--- config.mk ---
export PLATFORM = sky130hd
export DESIGN_NAME = reset_button_and_status_led_supervisor_flat
export DESIGN_NICKNAME = d
export VERILOG_FILES = /design/src/rtl/rbsl_pkg.sv /design/src/rtl/rbsl_in_if.sv /design/src/rtl/rbsl_out_if.sv /design/src/rtl/rbsl_core.sv /design/src/rtl/rbsl_out_stage.sv /design/src/rtl/reset_button_and_status_led_supervisor.sv /design/src/flat_wrapper.sv
export SDC_FILE = /design/constraint.sdc
export NUM_CORES = 1
export LEC_CHECK = 0
export BUFFER_PORTS_ARGS = -buffer_cell sky130_fd_sc_hd__buf_2
export CAP_MARGIN = 10
export CORE_MARGIN = 10
export CORE_UTILIZATION = 44
export DETAILED_ROUTE_END_ITERATION = 6
export PLACE_DENSITY = 0.69
export SYNTH_ARGS = -nofsm -noshare
export SYNTH_HDL_FRONTEND = slang
export SYNTH_HIERARCHICAL = 1
export SYNTH_SLANG_ARGS = --single-unit
--- constraint.sdc ---
create_clock -name clk_i -period 7.6 [get_ports clk_i]
set_clock_uncertainty 0.2 [all_clocks]
set_input_delay 0.38 -clock clk_i [delete_from_list [all_inputs] [get_ports clk_i]]
set_output_delay 0.38 -clock clk_i [all_outputs]
set_load 0.05 [all_outputs]
--- src/rtl/rbsl_pkg.sv ---
// Shared types and constants for the reset button and status LED supervisor.
package rbsl_pkg;

  localparam int unsigned CfgW    = 8;
  localparam int unsigned CfgIdxW = 1;
  localparam int unsigned CountW  = 8;
  localparam int unsigned BlinkW  = 4;

  localparam logic [CfgIdxW-1:0] CfgHoldTicks = 1'd0;
  localparam logic [CfgIdxW-1:0] CfgHkDivide  = 1'd1;

  localparam logic [CfgW-1:0] HoldTicksRst = 8'd30;
  localparam logic [CfgW-1:0] HkDivideRst  = 8'd10;

  localparam logic [BlinkW-1:0] BlinkLast  = 4'd9;
  localparam logic [BlinkW-1:0] BlinkDark0 = 4'd0;
  localparam logic [BlinkW-1:0] BlinkDark1 = 4'd5;
  localparam logic [BlinkW-1:0] BlinkDark2 = 4'd6;

  typedef struct packed {
    logic button_level;
    logic wan_enabled;
    logic wan_link;
    logic wan_disconnected;
    logic wan_auto_mode;
    logic dhcp_server_running;
  } in_item_t;

  typedef struct packed {
    logic power_led_on;
    logic wan_led_on;
    logic fast_tick;
    logic factory_reset;
    logic dhcp_restart;
    logic housekeeping_due;
  } out_item_t;

  typedef struct packed {
    logic      valid;
    out_item_t item;
  } step_res_t;

endpackage

--- src/rtl/rbsl_in_if.sv ---
// Input transaction channel carrying one timer tick with button and WAN status.
interface rbsl_in_if import rbsl_pkg::*; ();
  logic     valid;
  logic     ready;
  in_item_t data;

  modport source (output valid, output data, input ready);
  modport sink (input valid, input data, output ready);
endinterface

--- src/rtl/rbsl_out_if.sv ---
// Output transaction channel carrying one LED and request result.
interface rbsl_out_if import rbsl_pkg::*; ();
  logic      valid;
  logic      ready;
  out_item_t data;

  modport source (output valid, output data, input ready);
  modport sink (input valid, input data, output ready);
endinterface

--- src/rtl/rbsl_core.sv ---
// Supervisor state, configuration registers and per-tick update logic.
module rbsl_core import rbsl_pkg::*; (
  input  logic               clk_i,
  input  logic               rst_ni,
  input  logic               cfg_we_i,
  input  logic [CfgIdxW-1:0] cfg_idx_i,
  input  logic [CfgW-1:0]    cfg_wdata_i,
  input  logic               step_i,
  input  in_item_t           item_i,
  output step_res_t          res_o
);

  typedef enum logic [1:0] {
    PhIdle    = 2'd0,
    PhPressed = 2'd1,
    PhArmed   = 2'd2,
    PhHalted  = 2'd3
  } phase_e;

  phase_e              phase_q, phase_d;
  logic [CountW-1:0]   hold_q, hold_d;
  logic [BlinkW-1:0]   blink_q, blink_d;
  logic                fast_q, fast_d;
  logic                pwr_q, pwr_d;
  logic                wled_q, wled_d;
  logic                wblink_q, wblink_d;
  logic                wup_q, wup_d;
  logic                llink_q, llink_d;
  logic [CountW-1:0]   div_q, div_d;
  logic [CfgW-1:0]     hold_ticks_q;
  logic [CfgW-1:0]     hk_div_q;
  logic                pressed, skip, freset, rs, hk;
  logic [CountW:0]     div_inc;
  out_item_t           item;

  always_comb begin
    phase_d  = phase_q;
    hold_d   = hold_q;
    blink_d  = blink_q;
    fast_d   = fast_q;
    pwr_d    = pwr_q;
    wled_d   = wled_q;
    wblink_d = wblink_q;
    wup_d    = wup_q;
    llink_d  = llink_q;
    div_d    = div_q;
    freset   = 1'b0;
    rs       = 1'b0;
    hk       = 1'b0;
    skip     = 1'b0;
    pressed  = !item_i.button_level;
    div_inc  = {1'b0, div_q} + {{CountW{1'b0}}, 1'b1};
    item     = '0;

    if (phase_q == PhHalted) begin
      item.power_led_on = pwr_q;
      item.wan_led_on   = wled_q;
    end else begin
      if (pressed) begin
        if (phase_q == PhIdle) begin
          phase_d = PhPressed;
          hold_d  = '0;
          blink_d = '0;
          fast_d  = 1'b1;
        end else begin
          if (hold_q >= hold_ticks_q) begin
            phase_d = PhArmed;
          end else begin
            hold_d = hold_q + CountW'(1);
          end
          blink_d = (blink_q >= BlinkLast) ? '0 : blink_q + BlinkW'(1);
          if (phase_d == PhArmed) begin
            pwr_d = !(blink_d == BlinkDark0 || blink_d == BlinkDark1 ||
                      blink_d == BlinkDark2);
          end
        end
      end else if (phase_q == PhPressed) begin
        hold_d  = '0;
        phase_d = PhIdle;
        pwr_d   = 1'b1;
        fast_d  = 1'b0;
      end else if (phase_q == PhArmed) begin
        phase_d = PhHalted;
        fast_d  = 1'b0;
        freset  = 1'b1;
        skip    = 1'b1;
      end

      if (phase_d == PhIdle) begin
        pwr_d = 1'b1;
      end
      if (fast_d) begin
        skip = 1'b1;
      end

      if (!skip) begin
        if (item_i.wan_enabled) begin
          if (!item_i.wan_link || item_i.wan_disconnected) begin
            wup_d    = 1'b0;
            wblink_d = !wblink_q;
            wled_d   = wblink_q;
          end else begin
            if (!wup_q) begin
              wled_d = 1'b1;
            end
            wup_d = 1'b1;
          end
          if (item_i.wan_link != llink_q) begin
            rs      = item_i.wan_link && item_i.wan_auto_mode && !item_i.dhcp_server_running;
            llink_d = item_i.wan_link;
          end
        end
        if (div_inc >= {1'b0, hk_div_q}) begin
          div_d = '0;
        end else begin
          div_d = div_inc[CountW-1:0];
        end
        hk = (div_d == '0);
      end

      item.power_led_on     = pwr_d;
      item.wan_led_on       = wled_d;
      item.fast_tick        = fast_d;
      item.factory_reset    = freset;
      item.dhcp_restart     = rs;
      item.housekeeping_due = hk;
    end
  end

  assign res_o.valid = step_i;
  assign res_o.item  = item;

  always_ff @(posedge clk_i or negedge rst_ni) begin
    if (!rst_ni) begin
      phase_q      <= PhIdle;
      hold_q       <= '0;
      blink_q      <= '0;
      fast_q       <= 1'b0;
      pwr_q        <= 1'b1;
      wled_q       <= 1'b0;
      wblink_q     <= 1'b0;
      wup_q        <= 1'b0;
      llink_q      <= 1'b0;
      div_q        <= '0;
      hold_ticks_q <= HoldTicksRst;
      hk_div_q     <= HkDivideRst;
    end else begin
      if (step_i) begin
        phase_q  <= phase_d;
        hold_q   <= hold_d;
        blink_q  <= blink_d;
        fast_q   <= fast_d;
        pwr_q    <= pwr_d;
        wled_q   <= wled_d;
        wblink_q <= wblink_d;
        wup_q    <= wup_d;
        llink_q  <= llink_d;
        div_q    <= div_d;
      end
      if (cfg_we_i) begin
        unique case (cfg_idx_i)
          CfgHoldTicks: hold_ticks_q <= cfg_wdata_i;
          CfgHkDivide:  hk_div_q     <= cfg_wdata_i;
          default: ;
        endcase
      end
    end
  end

endmodule

--- src/rtl/rbsl_out_stage.sv ---
// Result register that holds one finished transaction until the sink takes it.
module rbsl_out_stage import rbsl_pkg::*; (
  input  logic        clk_i,
  input  logic        rst_ni,
  input  step_res_t   res_i,
  output logic        ready_o,
  output logic        valid_o,
  input  logic        ready_i,
  output out_item_t   data_o
);

  logic      valid_q;
  out_item_t data_q;

  assign ready_o = !valid_q || ready_i;
  assign valid_o = valid_q;
  assign data_o  = data_q;

  always_ff @(posedge clk_i or negedge rst_ni) begin
    if (!rst_ni) begin
      valid_q <= 1'b0;
    end else if (ready_o) begin
      valid_q <= res_i.valid;
    end
  end

  always_ff @(posedge clk_i) begin
    if (ready_o && res_i.valid) begin
      data_q <= res_i.item;
    end
  end

endmodule

--- src/rtl/reset_button_and_status_led_supervisor.sv ---
// Latency: a result is registered and appears in the cycle after its tick transaction is accepted.
// Throughput: one transaction per cycle; the single result register passes
// a new result whenever it is empty or being drained in the same cycle.
// Reset: asynchronous, active low; LEDs power on lit, WAN dark, slow ticks,
// hold_ticks 30 and housekeeping_divide 10.
module reset_button_and_status_led_supervisor import rbsl_pkg::*; (
  input  logic               clk_i,
  input  logic               rst_ni,
  input  logic               cfg_we_i,
  input  logic [CfgIdxW-1:0] cfg_idx_i,
  input  logic [CfgW-1:0]    cfg_wdata_i,
  rbsl_in_if.sink            in_i,
  rbsl_out_if.source         out_o
);

  logic      step;
  logic      stage_ready;
  step_res_t res;

  assign in_i.ready = stage_ready;
  assign step       = in_i.valid && stage_ready;

  rbsl_core u_core (
    .clk_i       (clk_i),
    .rst_ni      (rst_ni),
    .cfg_we_i    (cfg_we_i),
    .cfg_idx_i   (cfg_idx_i),
    .cfg_wdata_i (cfg_wdata_i),
    .step_i      (step),
    .item_i      (in_i.data),
    .res_o       (res)
  );

  rbsl_out_stage u_out (
    .clk_i   (clk_i),
    .rst_ni  (rst_ni),
    .res_i   (res),
    .ready_o (stage_ready),
    .valid_o (out_o.valid),
    .ready_i (out_o.ready),
    .data_o  (out_o.data)
  );

endmodule
--- src/flat_wrapper.sv ---
// flat-port wrapper written by rule: the top's interface ports become plain ports
module reset_button_and_status_led_supervisor_flat import rbsl_pkg::*;
  (clk_i, rst_ni, cfg_we_i, cfg_idx_i, cfg_wdata_i, in_i_valid, in_i_data, in_i_ready, out_o_valid, out_o_data, out_o_ready);
  rbsl_in_if in_i_i ();
  rbsl_out_if out_o_i ();
  input  logic clk_i;
  input  logic rst_ni;
  input  logic cfg_we_i;
  input  logic [CfgIdxW-1:0] cfg_idx_i;
  input  logic [CfgW-1:0] cfg_wdata_i;
  input wire logic [$bits(in_i_i.valid)-1:0] in_i_valid;
  input wire logic [$bits(in_i_i.data)-1:0] in_i_data;
  output wire logic [$bits(in_i_i.ready)-1:0] in_i_ready;
  output wire logic [$bits(out_o_i.valid)-1:0] out_o_valid;
  output wire logic [$bits(out_o_i.data)-1:0] out_o_data;
  input wire logic [$bits(out_o_i.ready)-1:0] out_o_ready;
  assign in_i_i.valid = in_i_valid;
  assign in_i_i.data = in_i_data;
  assign in_i_ready = in_i_i.ready;
  assign out_o_valid = out_o_i.valid;
  assign out_o_data = out_o_i.data;
  assign out_o_i.ready = out_o_ready;
  reset_button_and_status_led_supervisor u_core (.clk_i(clk_i), .rst_ni(rst_ni), .cfg_we_i(cfg_we_i), .cfg_idx_i(cfg_idx_i), .cfg_wdata_i(cfg_wdata_i), .in_i(in_i_i), .out_o(out_o_i));
endmodule
Yosys cells after proc, flatten, opt, wreduce, memory -nomap -nowiden
Index checks and enable logic that the tools add are counted.
{"block": "word_totals", "output_inout_bits": 8, "in_bits": 20, "wordCells": 107, "ff_bits": 51}
{"block": "op_classes", "bitwise": 6, "n_mux": 39, "magnitude_cmp": 3, "n_addsub": 3, "n_reduce_logical": 28, "eq_ne": 9}
{"cell": "8-bit 2-to-1 mux", "count": 7}
{"cell": "1-bit 2-to-1 mux", "count": 20}
{"cell": "2-bit 2-to-1 mux", "count": 10}
{"cell": "5-bit AND reduction", "count": 2}
{"cell": "8-bit by 1-bit adder with 9-bit output (second input constant)", "count": 1}
{"cell": "9-bit by 8-bit greater-or-equal comparator with 1-bit output", "count": 1}
{"cell": "8-bit by 1-bit adder with 8-bit output (second input constant)", "count": 1}
{"cell": "4-bit by 3-bit equality test with 1-bit output (second input constant)", "count": 2}
{"cell": "8-bit greater-or-equal comparator", "count": 1}
{"cell": "8-bit logical NOT", "count": 1}
{"cell": "4-bit 2-to-1 mux", "count": 2}
{"cell": "4-bit AND reduction", "count": 2}
{"cell": "2-bit equality test (second input constant)", "count": 3}
{"cell": "1-bit inverter", "count": 6}
{"cell": "2-bit AND reduction", "count": 3}
{"cell": "3-bit AND reduction", "count": 2}
{"cell": "1-bit logical NOT", "count": 5}
{"cell": "4-bit by 1-bit adder with 4-bit output (second input constant)", "count": 1}
{"cell": "4-bit greater-or-equal comparator (second input constant)", "count": 1}
{"cell": "1-bit logical AND", "count": 4}
{"cell": "2-bit logical NOT", "count": 2}
{"cell": "4-bit logical NOT", "count": 1}
{"cell": "1-bit logical OR", "count": 4}
{"cell": "4-bit OR reduction", "count": 1}
{"cell": "other kinds (5)", "count": 5}

Depth between registers and ports, before layout
Gate-level depths: netlist of the first run.
{"block": "logic_depth", "word_depth": 11, "mapped_depth": 12, "mapped_depth_nobuf": 11}

By module
Netlist of the first run, hierarchy kept.
{"mod": "rbsl_core", "cells_per_inst": 334, "area_each_um2": 2969.1, "instances": 1, "seq_area_each_um2": 1109.8}
{"mod": "rbsl_out_stage", "cells_per_inst": 10, "area_each_um2": 234.0, "instances": 1, "seq_area_each_um2": 205.2}
{"mod": "reset_button_and_status_led_supervisor", "cells_per_inst": 1, "area_each_um2": 6.3, "instances": 1, "seq_area_each_um2": 0.0}

Worst setup path after synthesis of the first run
Ideal clock, no wire load.
{"block": "synth_path", "path_kind": "register -> register", "startpoint": "register u_core.u_core.div_q[0]", "endpoint": "register u_core.u_core.div_q[7]", "stages_incl_launch_ff": 11, "period_less_slack_ns": 2.756, "required_ns": 7.280, "slack_ns": 4.844, "arrival_time_ns": 2.435, "path_cell_list": "dfrtp_1 -> ha_1 -> nand3_1 -> nor2_1 -> xor2_1 -> ha_1 -> nand3_1 -> or3_1 -> clkbuf_1 -> and2_1 -> a41o_1"}
{"block": "synth_via", "elab_chain_len": 5}
{"element": "start: declaration", "line_no": "rbsl_core.sv:29", "rtl": "logic [CountW-1:0] div_q, div_d;"}
{"element": "start signal: assignment", "line_no": "rbsl_core.sv:158", "rtl": "div_q <= div_d;"}
{"element": "8-bit by 1-bit adder with 9-bit output *", "line_no": "rbsl_core.sv:52", "rtl": "div_inc = {1'b0, div_q} + {{CountW{1'b0}}, 1'b1};"}
{"element": "9-bit by 8-bit greater-or-equal comparator with 1-bit output", "line_no": "rbsl_core.sv:113", "rtl": "if (div_inc >= {1'b0, hk_div_q}) begin"}
{"element": "8-bit 2-to-1 mux *", "line_no": "rbsl_core.sv:113"}
{"element": "8-bit 2-to-1 mux *", "line_no": "rbsl_core.sv:96", "rtl": "if (!skip) begin"}
{"element": "8-bit 2-to-1 mux *", "line_no": "rbsl_core.sv:55", "rtl": "if (phase_q == PhHalted) begin"}
Every way passes the cells marked *; elsewhere a longest branch is shown, timed or not. The select of a mux whose other input is x is not followed.
A chain may end at the register's enable or synchronous reset.

Final worst setup path of the first run
Ends and elaborated chain as after synthesis.

==> flow_summary_export.csv, run 1 <==
group,metric,value,unit
layout,multi_input_area,0.00173,mm²
layout,fin_nets,408,
synthesis,synth_area_leader_cell,"dfrtp_1",
timing,setup-violations-final,0,
route,first_pass_iters,5,
layout,num_antenna_cells,0,
floorplanning,die_w,105,µm
cts,cts_tree,"yes",
synthesis,synth_seq_area_share,41.0,%
synthesis,yosys_warnings,6,
grt,grt_pass1_wl,11900,µm
placed_design,hpwl,5050,µm
critical_path,rrSetupSlack,4.55,ns
critical_path,reg2reg_depth,9,
timing,maxSlewHeadroom,30.8,%
flow_run,max_cap_viol_count,0,
route,viasPerCell,5.59,
pwr,vdd_drop_max,0.0866,mV
cts,htreeDepth,2,
grt,track_usage,12.5,%
layout,regArea,0.00132,mm²
synthesis,syn-num-nets,386,
critical_path,crit_path_end_kind,"flip-flop",
floorplanning,die_area,0.0111,mm²
cts,path_clk_slew,0.10,ns
timing,rsz0062_at_grt,"false",
route,routedWlPerCell,14.8,µm
cts,cts_max_path_buffers,2,
grt,grt.overflow.total,0,
cts,cts_buffers,5,
min_path,holdCritPathClass,"input port to async pin",
pwr,p_switching,0.221,mW
synthesis,ys_types,65,
grt,grt_max_degree,46,
synthesis,synth_ff_type,"dfrtp_1",
timing,final_max_slew_viol_count,0,
layout,fin_area,0.00354,mm²
critical_path,reg2reg_to,"u_core/u_core/div_q[7]",
timing,fin_crit_sh,40.2,%
critical_path,cp-start-kind,"flip-flop",
pwr,seqPwrFrac,47.0,%
route,route.detailed.drc,0,
cts,cts_root_buffer,"clkbuf_8",
pwr,leakage,1.60,nW
timing,hold_slack,0.0345,ns
pwr,p_total,0.717,mW
synthesis,synth_area,0.00321,mm²
synthesis,synth-async-reset-ratio,88.2,%
critical_path,crit_fanout,9,
critical_path,arrival,3.06,ns
timing,layout_min_cycle_time,3.05,ns
cts,post-cts-setup-buffers,0,
layout,syn_to_final_growth,10.3,%
synthesis,syn_avg_cell_area,9.30,µm²
layout,drive_gt1_share,16.8,%
cts,ctsHoldBuffers,0,
route,via_count,2610,
pwr,cellPowerDensity,202,mW/mm²
floorplanning,row_count,31,
critical_path,path_class,"flip-flop to flip-flop",
grt,grt_pass1_vias,2521,
route,wirelength,6920,µm
timing,fmax,327,MHz
timing,hold_viol,0,
route,drtIter0Drc,148,
critical_path,r2r_start,"u_core/u_core/div_q[0]",
synthesis,synth_commonest_cells,"39 x nand2_1, 38 x dfrtp_1, 28 x inv_1, 23 x o21ai_0, 21 x ha_1",
floorplanning,coreArea,0.00718,mm²
floorplanning,io_pins,28,
floorplanning,initial_core_util,44.7,%
placed_design,place_area,0.00341,mm²
route,drtAntennaViolNets,0,
critical_path,worstPathRequired,7.61,ns
layout,fillCellCount,694,
synthesis,yosysTopAreaCellShare,29.6,%
pwr,p_clk_share,30.2,%
synthesis,synthTopCellsByArea,"dfrtp_1 30%, ha_1 8.2%, dfstp_2 5.7%",
timing,fin_tns_setup,0,ns
timing,worst_slew_pin_slew,1.04,ns
cts,post_cts_resized,0,
cts,cts.sinks,51,
floorplanning,die_h,105,µm
synthesis,ys_seq_elements,51,
placed_design,gp_congestion,0.870,
pwr,power_frac_comb,22.9,%
cts,clock_latency,0.31,ns
synthesis,synth_cells,345,
placed_design,port_buffers,27,
synthesis,synth.most_common_cell,"nand2_1",
synthesis,synth_edf_count,6,
pwr,p_int,0.495,mW
pwr,p_sw_share,30.9,%
run_status,status,"complete, no violations",
grt,antenna_found_initial,0,
==> final cells by class <==
type / count / area share [%]
clock buffer: 7 / 2.76
clock inverter: 1 / 0.848
inverter: 28 / 2.97
multi-input combinational: 253 / 48.8
sequential: 51 / 37.1
tap: 99 / 3.50
timing repair buffer: 28 / 4.03
==> cell usage in the layout (no fill, tap or decap), drive strengths merged, types with 2 or more instances in the layout <==
master   n
o41ai    2
xor2     7
a221o    3
a21o     3
a211o    2
o21ai   24
dfrtp   38
nand2b  11
and3     3
or4      8
buf     28
nand4    2
o21a     2
inv     28
nor2    15
nand3b   4
xnor2    2
o31ai    3
nand3   18
nor3b    2
clkbuf   7
o21bai   2
ha      21
and2     5
o221ai   2
a21oi   16
nand2   40
a31oi    5
o22ai    3
mux2    11
nand4b   2
dfstp    7
nor4     3
nor2b    7
edfxtp   6
o211ai   4
or3      3
==> worst max-delay path by stage <==
stage          slack [ns]  cells past startpoint                     end                   start
2_1_floorplan        4.84                     10  u_core/u_core/div_q[7]  u_core/u_core/div_q[0]
3_3_place_gp         4.69                      9  u_core/u_core/div_q[7]  u_core/u_core/div_q[0]
3_5_place_dp         4.60                      9  u_core/u_core/div_q[7]  u_core/u_core/div_q[0]
4_1_cts              4.59                      9  u_core/u_core/div_q[7]  u_core/u_core/div_q[0]
5_1_grt              4.30                     10  u_core/u_core/div_q[5]  u_core/u_core/div_q[0]
6_report             4.55                      9  u_core/u_core/div_q[7]  u_core/u_core/div_q[0]
==> metrics by stage <==
| stage | worst slack (ns) | util (%) | std cells |
|---|---|---|---|
| global placement | 4.69 | 47.6 | 459 |
| global route | 4.30 | 49.3 | 467 |
| CTS | 4.59 | 49.3 | 467 |
| detailed placement | 4.60 | 47.6 | 459 |
| finish | 4.55 | 49.3 | 467 |
| floorplan | 4.84 | - | 345 |
==> flip-flops by register name, summed over array words and instances, names as in the netlist <==
register / cells
u_core/u_out/data_o: 6
u_core/u_core/pwr_q: 1
u_core/u_core/div_q: 8
u_core/u_core/hk_div_q: 8
u_core/u_core/wled_q: 1
u_core/u_core/hold_ticks_q: 8
u_core/u_core/hold_q: 8
u_core/u_out/valid_o: 1
u_core/u_core/fast_q: 1
u_core/u_core/phase_q: 2
u_core/u_core/wup_q: 1
u_core/u_core/llink_q: 1
u_core/u_core/blink_q: 4
u_core/u_core/wblink_q: 1
==> cell families after synthesis <==
logic type,Yosys count,share of synthesized area (%)
AND/OR/NAND/NOR,127,21.4
flip-flops,51,41.0
multiplexers,12,4.17
XOR/XNOR,9,2.46
adder cells (fa/ha/maj),22,8.50
buffers and inverters,41,5.22
AO/OA/AOI/OAI,83,17.3
==> critical path, stage by stage (launching register included) <==
cell and delay (ns):
dfrtp_1 0.51, ha_1 0.32, nand3_1 0.26, nor2_1 0.24, xor2_1 0.10, ha_1 0.31
nand3_1 0.09, or3_1 0.49, and2_1 0.20, a41o_1 0.23
==> power by group through the flow <==
| stage | sequential [mW] | clock [mW] | combinational, mW |
|---|---|---|---|
| after floorplan | 0.346 | 0 | 0.112 |
| after global placement | 0.340 | 0 | 0.157 |
| after detailed placement | 0.342 | 0 | 0.163 |
| after CTS | 0.336 | 0.220 | 0.164 |
| after global routing | 0.342 | 0.231 | 0.186 |
| final | 0.337 | 0.216 | 0.164 |
==> routing by layer <==
metal	global-route usage, %	part of all wire [%]	up-vias
li1	-	-	1282
met1	16.7	49	1233
met2	19.7	44	88
met3	2.74	5.4	7
met4	3.92	1.3	0
met5	0	0	-
No activity file was read; power rests on OpenSTA's default activity.
==> inputs of run 2 (changes only) <==
PLACE_DENSITY = 0.71   (was 0.69)
clock period = 2.8 ns   (was 7.6 ns; I/O delays follow)
==> run 2 against run 1 <==
Maximum frequency up 14%. Setup slack worse by 4.4 ns. Via count up 3.4%. Sequential share of layout area down 2.1 points. Final area up 6.4%. Final cell count up 5.1%. Critical path type unchanged. Highest routed layer unchanged.
==> flow_summary_export.csv, run 2 (synthesis results as in run 1) <==
group,metric,value,unit
floorplanning,coreArea,0.00718,mm²
pwr,p_sw_share,32.3,%
route,drtAntennaViolNets,0,
timing,rsz0062_at_grt,"true",
floorplanning,io_pins,28,
layout,drive_gt1_share,21.4,%
cts,path_clk_slew,0.09,ns
placed_design,hpwl,5410,µm
timing,maxSlewHeadroom,32.7,%
grt,antenna_found_initial,0,
layout,fin_area,0.00377,mm²
route,wirelength,7410,µm
timing,setup-violations-final,0,
pwr,leakage,1.69,nW
route,drtIter0Drc,133,
floorplanning,row_count,31,
grt,track_usage,13.4,%
min_path,holdCritPathClass,"input port to flip-flop",
cts,cts.sinks,51,
route,route.detailed.drc,0,
layout,layout.cells.most_common_list,"39 x nand2_1, 35 x dfrtp_1, 28 x inv_1",
pwr,p_total,1.82,mW
timing,fin_crit_sh,95.4,%
route,wl_met3,362,µm
route,drt-met1-wl,3380,µm
route,via_count,2699,
placed_design,gp_congestion,0.842,
cts,cts_tree,"yes",
critical_path,crit_path_end_kind,"flip-flop",
grt,grt.overflow.total,0,
floorplanning,die_area,0.0111,mm²
cts,htreeDepth,2,
layout,fillCellCount,682,
critical_path,r2r_start,"u_core/u_core/hold_ticks_q[1]",
layout,fin_nets,432,
critical_path,reg2reg_depth,8,
critical_path,cp-start-kind,"flip-flop",
min_path,min_to,"u_core/u_core/fast_q",
layout,layout_commonest_cell,"nand2_1",
cts,cts_buffers,5,
critical_path,crit_fanout,15,
layout,multi_input_area,0.00179,mm²
critical_path,rrSetupSlack,0.13,ns
critical_path,path_class,"flip-flop to flip-flop",
layout,regArea,0.00132,mm²
cts,clock_latency,0.29,ns
timing,hold_slack,0.0175,ns
timing,layout_min_cycle_time,2.67,ns
route,dr.max_layer_used,"met4",
layout,num_antenna_cells,0,
grt,grt_pass1_vias,2730,
pwr,cellPowerDensity,484,mW/mm²
flow_run,max_cap_viol_count,0,
grt,grt_max_degree,46,
pwr,p_int,1.23,mW
pwr,p_clk_share,22.5,%
cts,cts_max_path_buffers,2,
route,first_pass_iters,4,
route,wl_met2,3580,µm
min_path,hold_depth,4,
critical_path,reg2reg_to,"u_core/u_core/hold_q[3]",
critical_path,worstPathRequired,2.83,ns
pwr,seqPwrFrac,49.7,%
cts,cts_root_buffer,"clkbuf_8",
placed_design,place_area,0.00350,mm²
critical_path,arrival,2.71,ns
route,viasPerCell,5.50,
pwr,vdd_drop_max,0.273,mV
pwr,power_frac_comb,27.8,%
floorplanning,initial_core_util,44.7,%
timing,hold_viol,0,
pwr,p_switching,0.588,mW
route,routedWlPerCell,15.1,µm
placed_design,port_buffers,27,
min_path,worstHoldStart,"in_i_data[5]",
grt,grt_pass1_wl,12800,µm
timing,final_max_slew_viol_count,0,
run_status,status,"complete, no violations",
floorplanning,die_w,105,µm
floorplanning,die_h,105,µm
layout,syn_to_final_growth,17.4,%
timing,fmax,374,MHz
timing,worst_slew_pin_slew,1.01,ns
==> run 2: stage by stage <==
stage | worst slack, ns | utilization, % | std cells | setup TNS [ns]
after floorplan | 0.0444 | - | 345 | 0
after global placement | 0.110 | 48.8 | 471 | 0
after detailed placement | 0.0208 | 48.8 | 471 | 0
after CTS | 0.00160 | 51.6 | 491 | 0
after global routing | -0.0347 | 52.5 | 491 | -0.0409
final | 0.130 | 52.5 | 491 | 0
==> run 2: power by group through the flow <==
stage / clock network (mW) / registers [mW] / logic (mW)
2_1_floorplan: 0 / 0.939 / 0.303
3_3_place_gp: 0 / 0.914 / 0.457
3_5_place_dp: 0 / 0.920 / 0.474
4_1_cts: 0.424 / 0.905 / 0.489
5_1_grt: 0.453 / 0.919 / 0.580
6_report: 0.410 / 0.906 / 0.506
==> run 2: timing repair <==
action / 4_1_cts / 5_1_grt
resized for setup: 0 / 14
buffers inserted: 0 / 0
endpoints found under the hold margin: 57 / 0
hold buffers: 12 / 0
endpoints found under the setup margin: 0 / 13
==> run 2: layer usage <==
metal | GRT usage, % | vias to the layer above
met5 | 0 | -
met4 | 3.53 | 0
met3 | 2.74 | 6
met2 | 22.3 | 69
met1 | 17.2 | 1293
li1 | - | 1331
==> run 2: critical path, stage by stage, from the launching register on <==
cell and delay [ns]:
dfstp_2 0.52, inv_1 0.05, ha_1 0.18, or4_4 0.53
a21oi_2 0.18, o31ai_4 0.17, buf_4 0.20, or4_1 0.49
nand3_1 0.09
==> run 2: how the worst max path moves through the flow <==
stage	start	end	slack [ns]	depth (start not counted)
detailed placement	u_core/u_core/div_q[3]	u_core/u_core/div_q[7]	0.02	9
CTS	u_core/u_core/div_q[3]	u_core/u_out/data_o[0]	0.002	10
floorplan	u_core/u_core/div_q[0]	u_core/u_core/div_q[7]	0.04	10
global route	u_core/u_core/div_q[0]	u_core/u_out/data_o[0]	-0.03	9
global placement	u_core/u_core/div_q[3]	u_core/u_out/data_o[0]	0.11	9
finish	u_core/u_core/hold_ticks_q[1]	u_core/u_core/hold_q[3]	0.13	8
==> run 2: area by class of cell <==
class	instances	share of cell area (%)
Clock buffer	7	2.03
Clock inverter	1	0.133
Inverter	28	2.79
Multi-Input combinational cell	253	47.4
Sequential cell	51	35.0
Tap cell	99	3.29
Timing Repair Buffer	52	9.36
==> inputs of run 3 (changes only) <==
PLACE_DENSITY = 0.62   (was 0.71)
==> run 3 against run 2 <==
Register-to-register slack better by 0.05 ns. Die area stayed put. Non-clock buffer count is 3 higher. Setup slack better by 0.048 ns. Utilization is 0.10 points higher. Maximum frequency is 1.8% higher. Sequential share of layout area is 0.17 points lower. Combinational power hardly changed. Final area is 0.20% higher. Critical path depth is 3 higher. Sequential power is 0.7% lower. Highest routed layer unchanged.
==> flow_summary_export.csv, run 3 (synthesis results as in run 1) <==
group,metric,value,unit
layout,fin_nets,435,
placed_design,place_area,0.00353,mm²
critical_path,arrival,2.65,ns
floorplanning,row_count,31,
cts,path_clk_slew,0.09,ns
layout,fin_area,0.00378,mm²
placed_design,hpwl,5340,µm
layout,syn_to_final_growth,17.7,%
route,routedWlPerCell,14.6,µm
timing,final_max_slew_viol_count,0,
grt,grt_pass1_vias,2640,
cts,cts_buffers,5,
grt,busiest_layer,"met2",
route,drtIter0Drc,95,
route,viasPerCell,5.41,
pwr,p_sw_share,30.8,%
timing,maxSlewHeadroom,32.5,%
layout,drive_gt1_share,20.0,%
run_status,status,"complete, no violations",
grt,use_met1,17.1,%
grt,grt_pass1_wl,12400,µm
route,wirelength,7240,µm
critical_path,crit_path_end_kind,"flip-flop",
pwr,p_clk_share,26.8,%
route,first_pass_iters,4,
timing,hold_slack,0.00879,ns
grt,met2_usage,21.4,%
pwr,p_switching,0.590,mW
timing,final.setup.worst_slack,0.177,ns
cts,cts_root_buffer,"clkbuf_8",
min_path,holdCritPathClass,"input port to flip-flop",
grt,track_usage,13.1,%
cts,clock_latency,0.30,ns
floorplanning,die_w,105,µm
route,route.detailed.drc,0,
floorplanning,initial_core_util,44.7,%
critical_path,timing.critical_path.from,"u_core/u_core/div_q[1]",
grt,grt.overflow.total,0,
pwr,p_total,1.92,mW
timing,fin_tns_setup,0,ns
timing,rsz0062_at_grt,"true",
floorplanning,coreArea,0.00718,mm²
timing,hold_viol,0,
cts,cts_max_path_buffers,2,
cts,cts_tree,"yes",
min_path,worstHoldStart,"in_i_data[2]",
grt,antenna_found_initial,0,
critical_path,worstPathRequired,2.82,ns
placed_design,port_buffers,27,
flow_run,max_cap_viol_count,0,
floorplanning,die_h,105,µm
route,via_count,2671,
grt,grt_max_degree,46,
pwr,power_frac_comb,26.3,%
timing,worst_slew_pin_slew,1.01,ns
placed_design,dp_slack,0.0698,ns
pwr,vdd_drop_max,0.281,mV
timing,setup-violations-final,0,
cts,cts.sinks,51,
placed_design,gp_congestion,0.840,
pwr,seqPwrFrac,46.9,%
pwr,p_int,1.33,mW
pwr,leakage,1.71,nW
pwr,cellPowerDensity,508,mW/mm²
floorplanning,die_area,0.0111,mm²
layout,num_antenna_cells,0,
timing,fmax,381,MHz
critical_path,crit_fanout,5,
floorplanning,io_pins,28,
critical_path,cp-start-kind,"flip-flop",
route,drtAntennaViolNets,0,
cts,htreeDepth,2,
critical_path,path_class,"flip-flop to flip-flop",
timing,layout_min_cycle_time,2.62,ns
layout,layout.cells.most_common_list,"39 x nand2_1, 38 x dfrtp_1, 28 x inv_1",
grt,grt.met3_usage,3.11,%
layout,layout_commonest_cell,"nand2_1",
timing,fin_crit_sh,93.7,%
critical_path,r2r_start,"u_core/u_core/div_q[1]",
run 3: timing repair:
item / in CTS / in global routing
endpoints found under the hold margin: 57 / 0
gates resized for setup: 0 / 5
setup buffers: 0 / 0
setup endpoints to repair: 0 / 9
hold buffers: 12 / 0
run 3: worst max-delay path: stages (launching register included):
cell and delay (ns):
dfrtp_1 0.44, nand3_2 0.16, nor2_4 0.13, and3_1 0.18
xor2_1 0.22, ha_1 0.31, a21oi_1 0.17, nand2_1 0.11
nor2_1 0.18, buf_4 0.16, nand3b_1 0.12, o22ai_1 0.18
run 3: path summary, 6_finish.rpt:
kind / endpoint / slack (ns) / cells after the start
max: u_core/u_core/div_q[5] / 0.18 / 11
min: u_core/u_core/wblink_q / 0.009 / 4
max reg2reg: u_core/u_core/div_q[5] / 0.18 / 11
min reg2reg: u_core/u_core/wblink_q / 0.28 / 1
max in group asynchronous: u_core/u_core/hold_ticks_q[5] / 1.43 / 2
min in group asynchronous: u_core/u_core/div_q[3] / 0.35 / 2
run 3: layout make-up:
cell class              count  area [µm²]
fillers                   665        3400
well taps                  99         124
clock inverters             1        30.0
multi-input cells         253        1750
repair buffers             55         375
clock buffers               7        76.3
flip-flops and latches     51        1320
inverters                  28         105
run 3: power by group through the flow:
| stage | Clock, mW | Combinational [mW] | Sequential [mW] |
|---|---|---|---|
| CTS | 0.529 | 0.502 | 0.900 |
| floorplan | 0 | 0.303 | 0.939 |
| global route | 0.560 | 0.572 | 0.912 |
| detailed placement | 0 | 0.486 | 0.915 |
| global placement | 0 | 0.476 | 0.911 |
| finish | 0.513 | 0.504 | 0.900 |
run 3: routing by layer:
metal  vias up  wire length, µm
met5         -                0
met3         7              330
met2        57             3360
met1      1266             3480
li1       1341                -
met4         0               68
run 3: per-stage QoR:
stage	instances	utilization, %
final	494	52.6
after detailed placement	474	49.1
after global placement	474	49.1
after CTS	494	52.3
after floorplan	345	-
after global routing	494	52.6
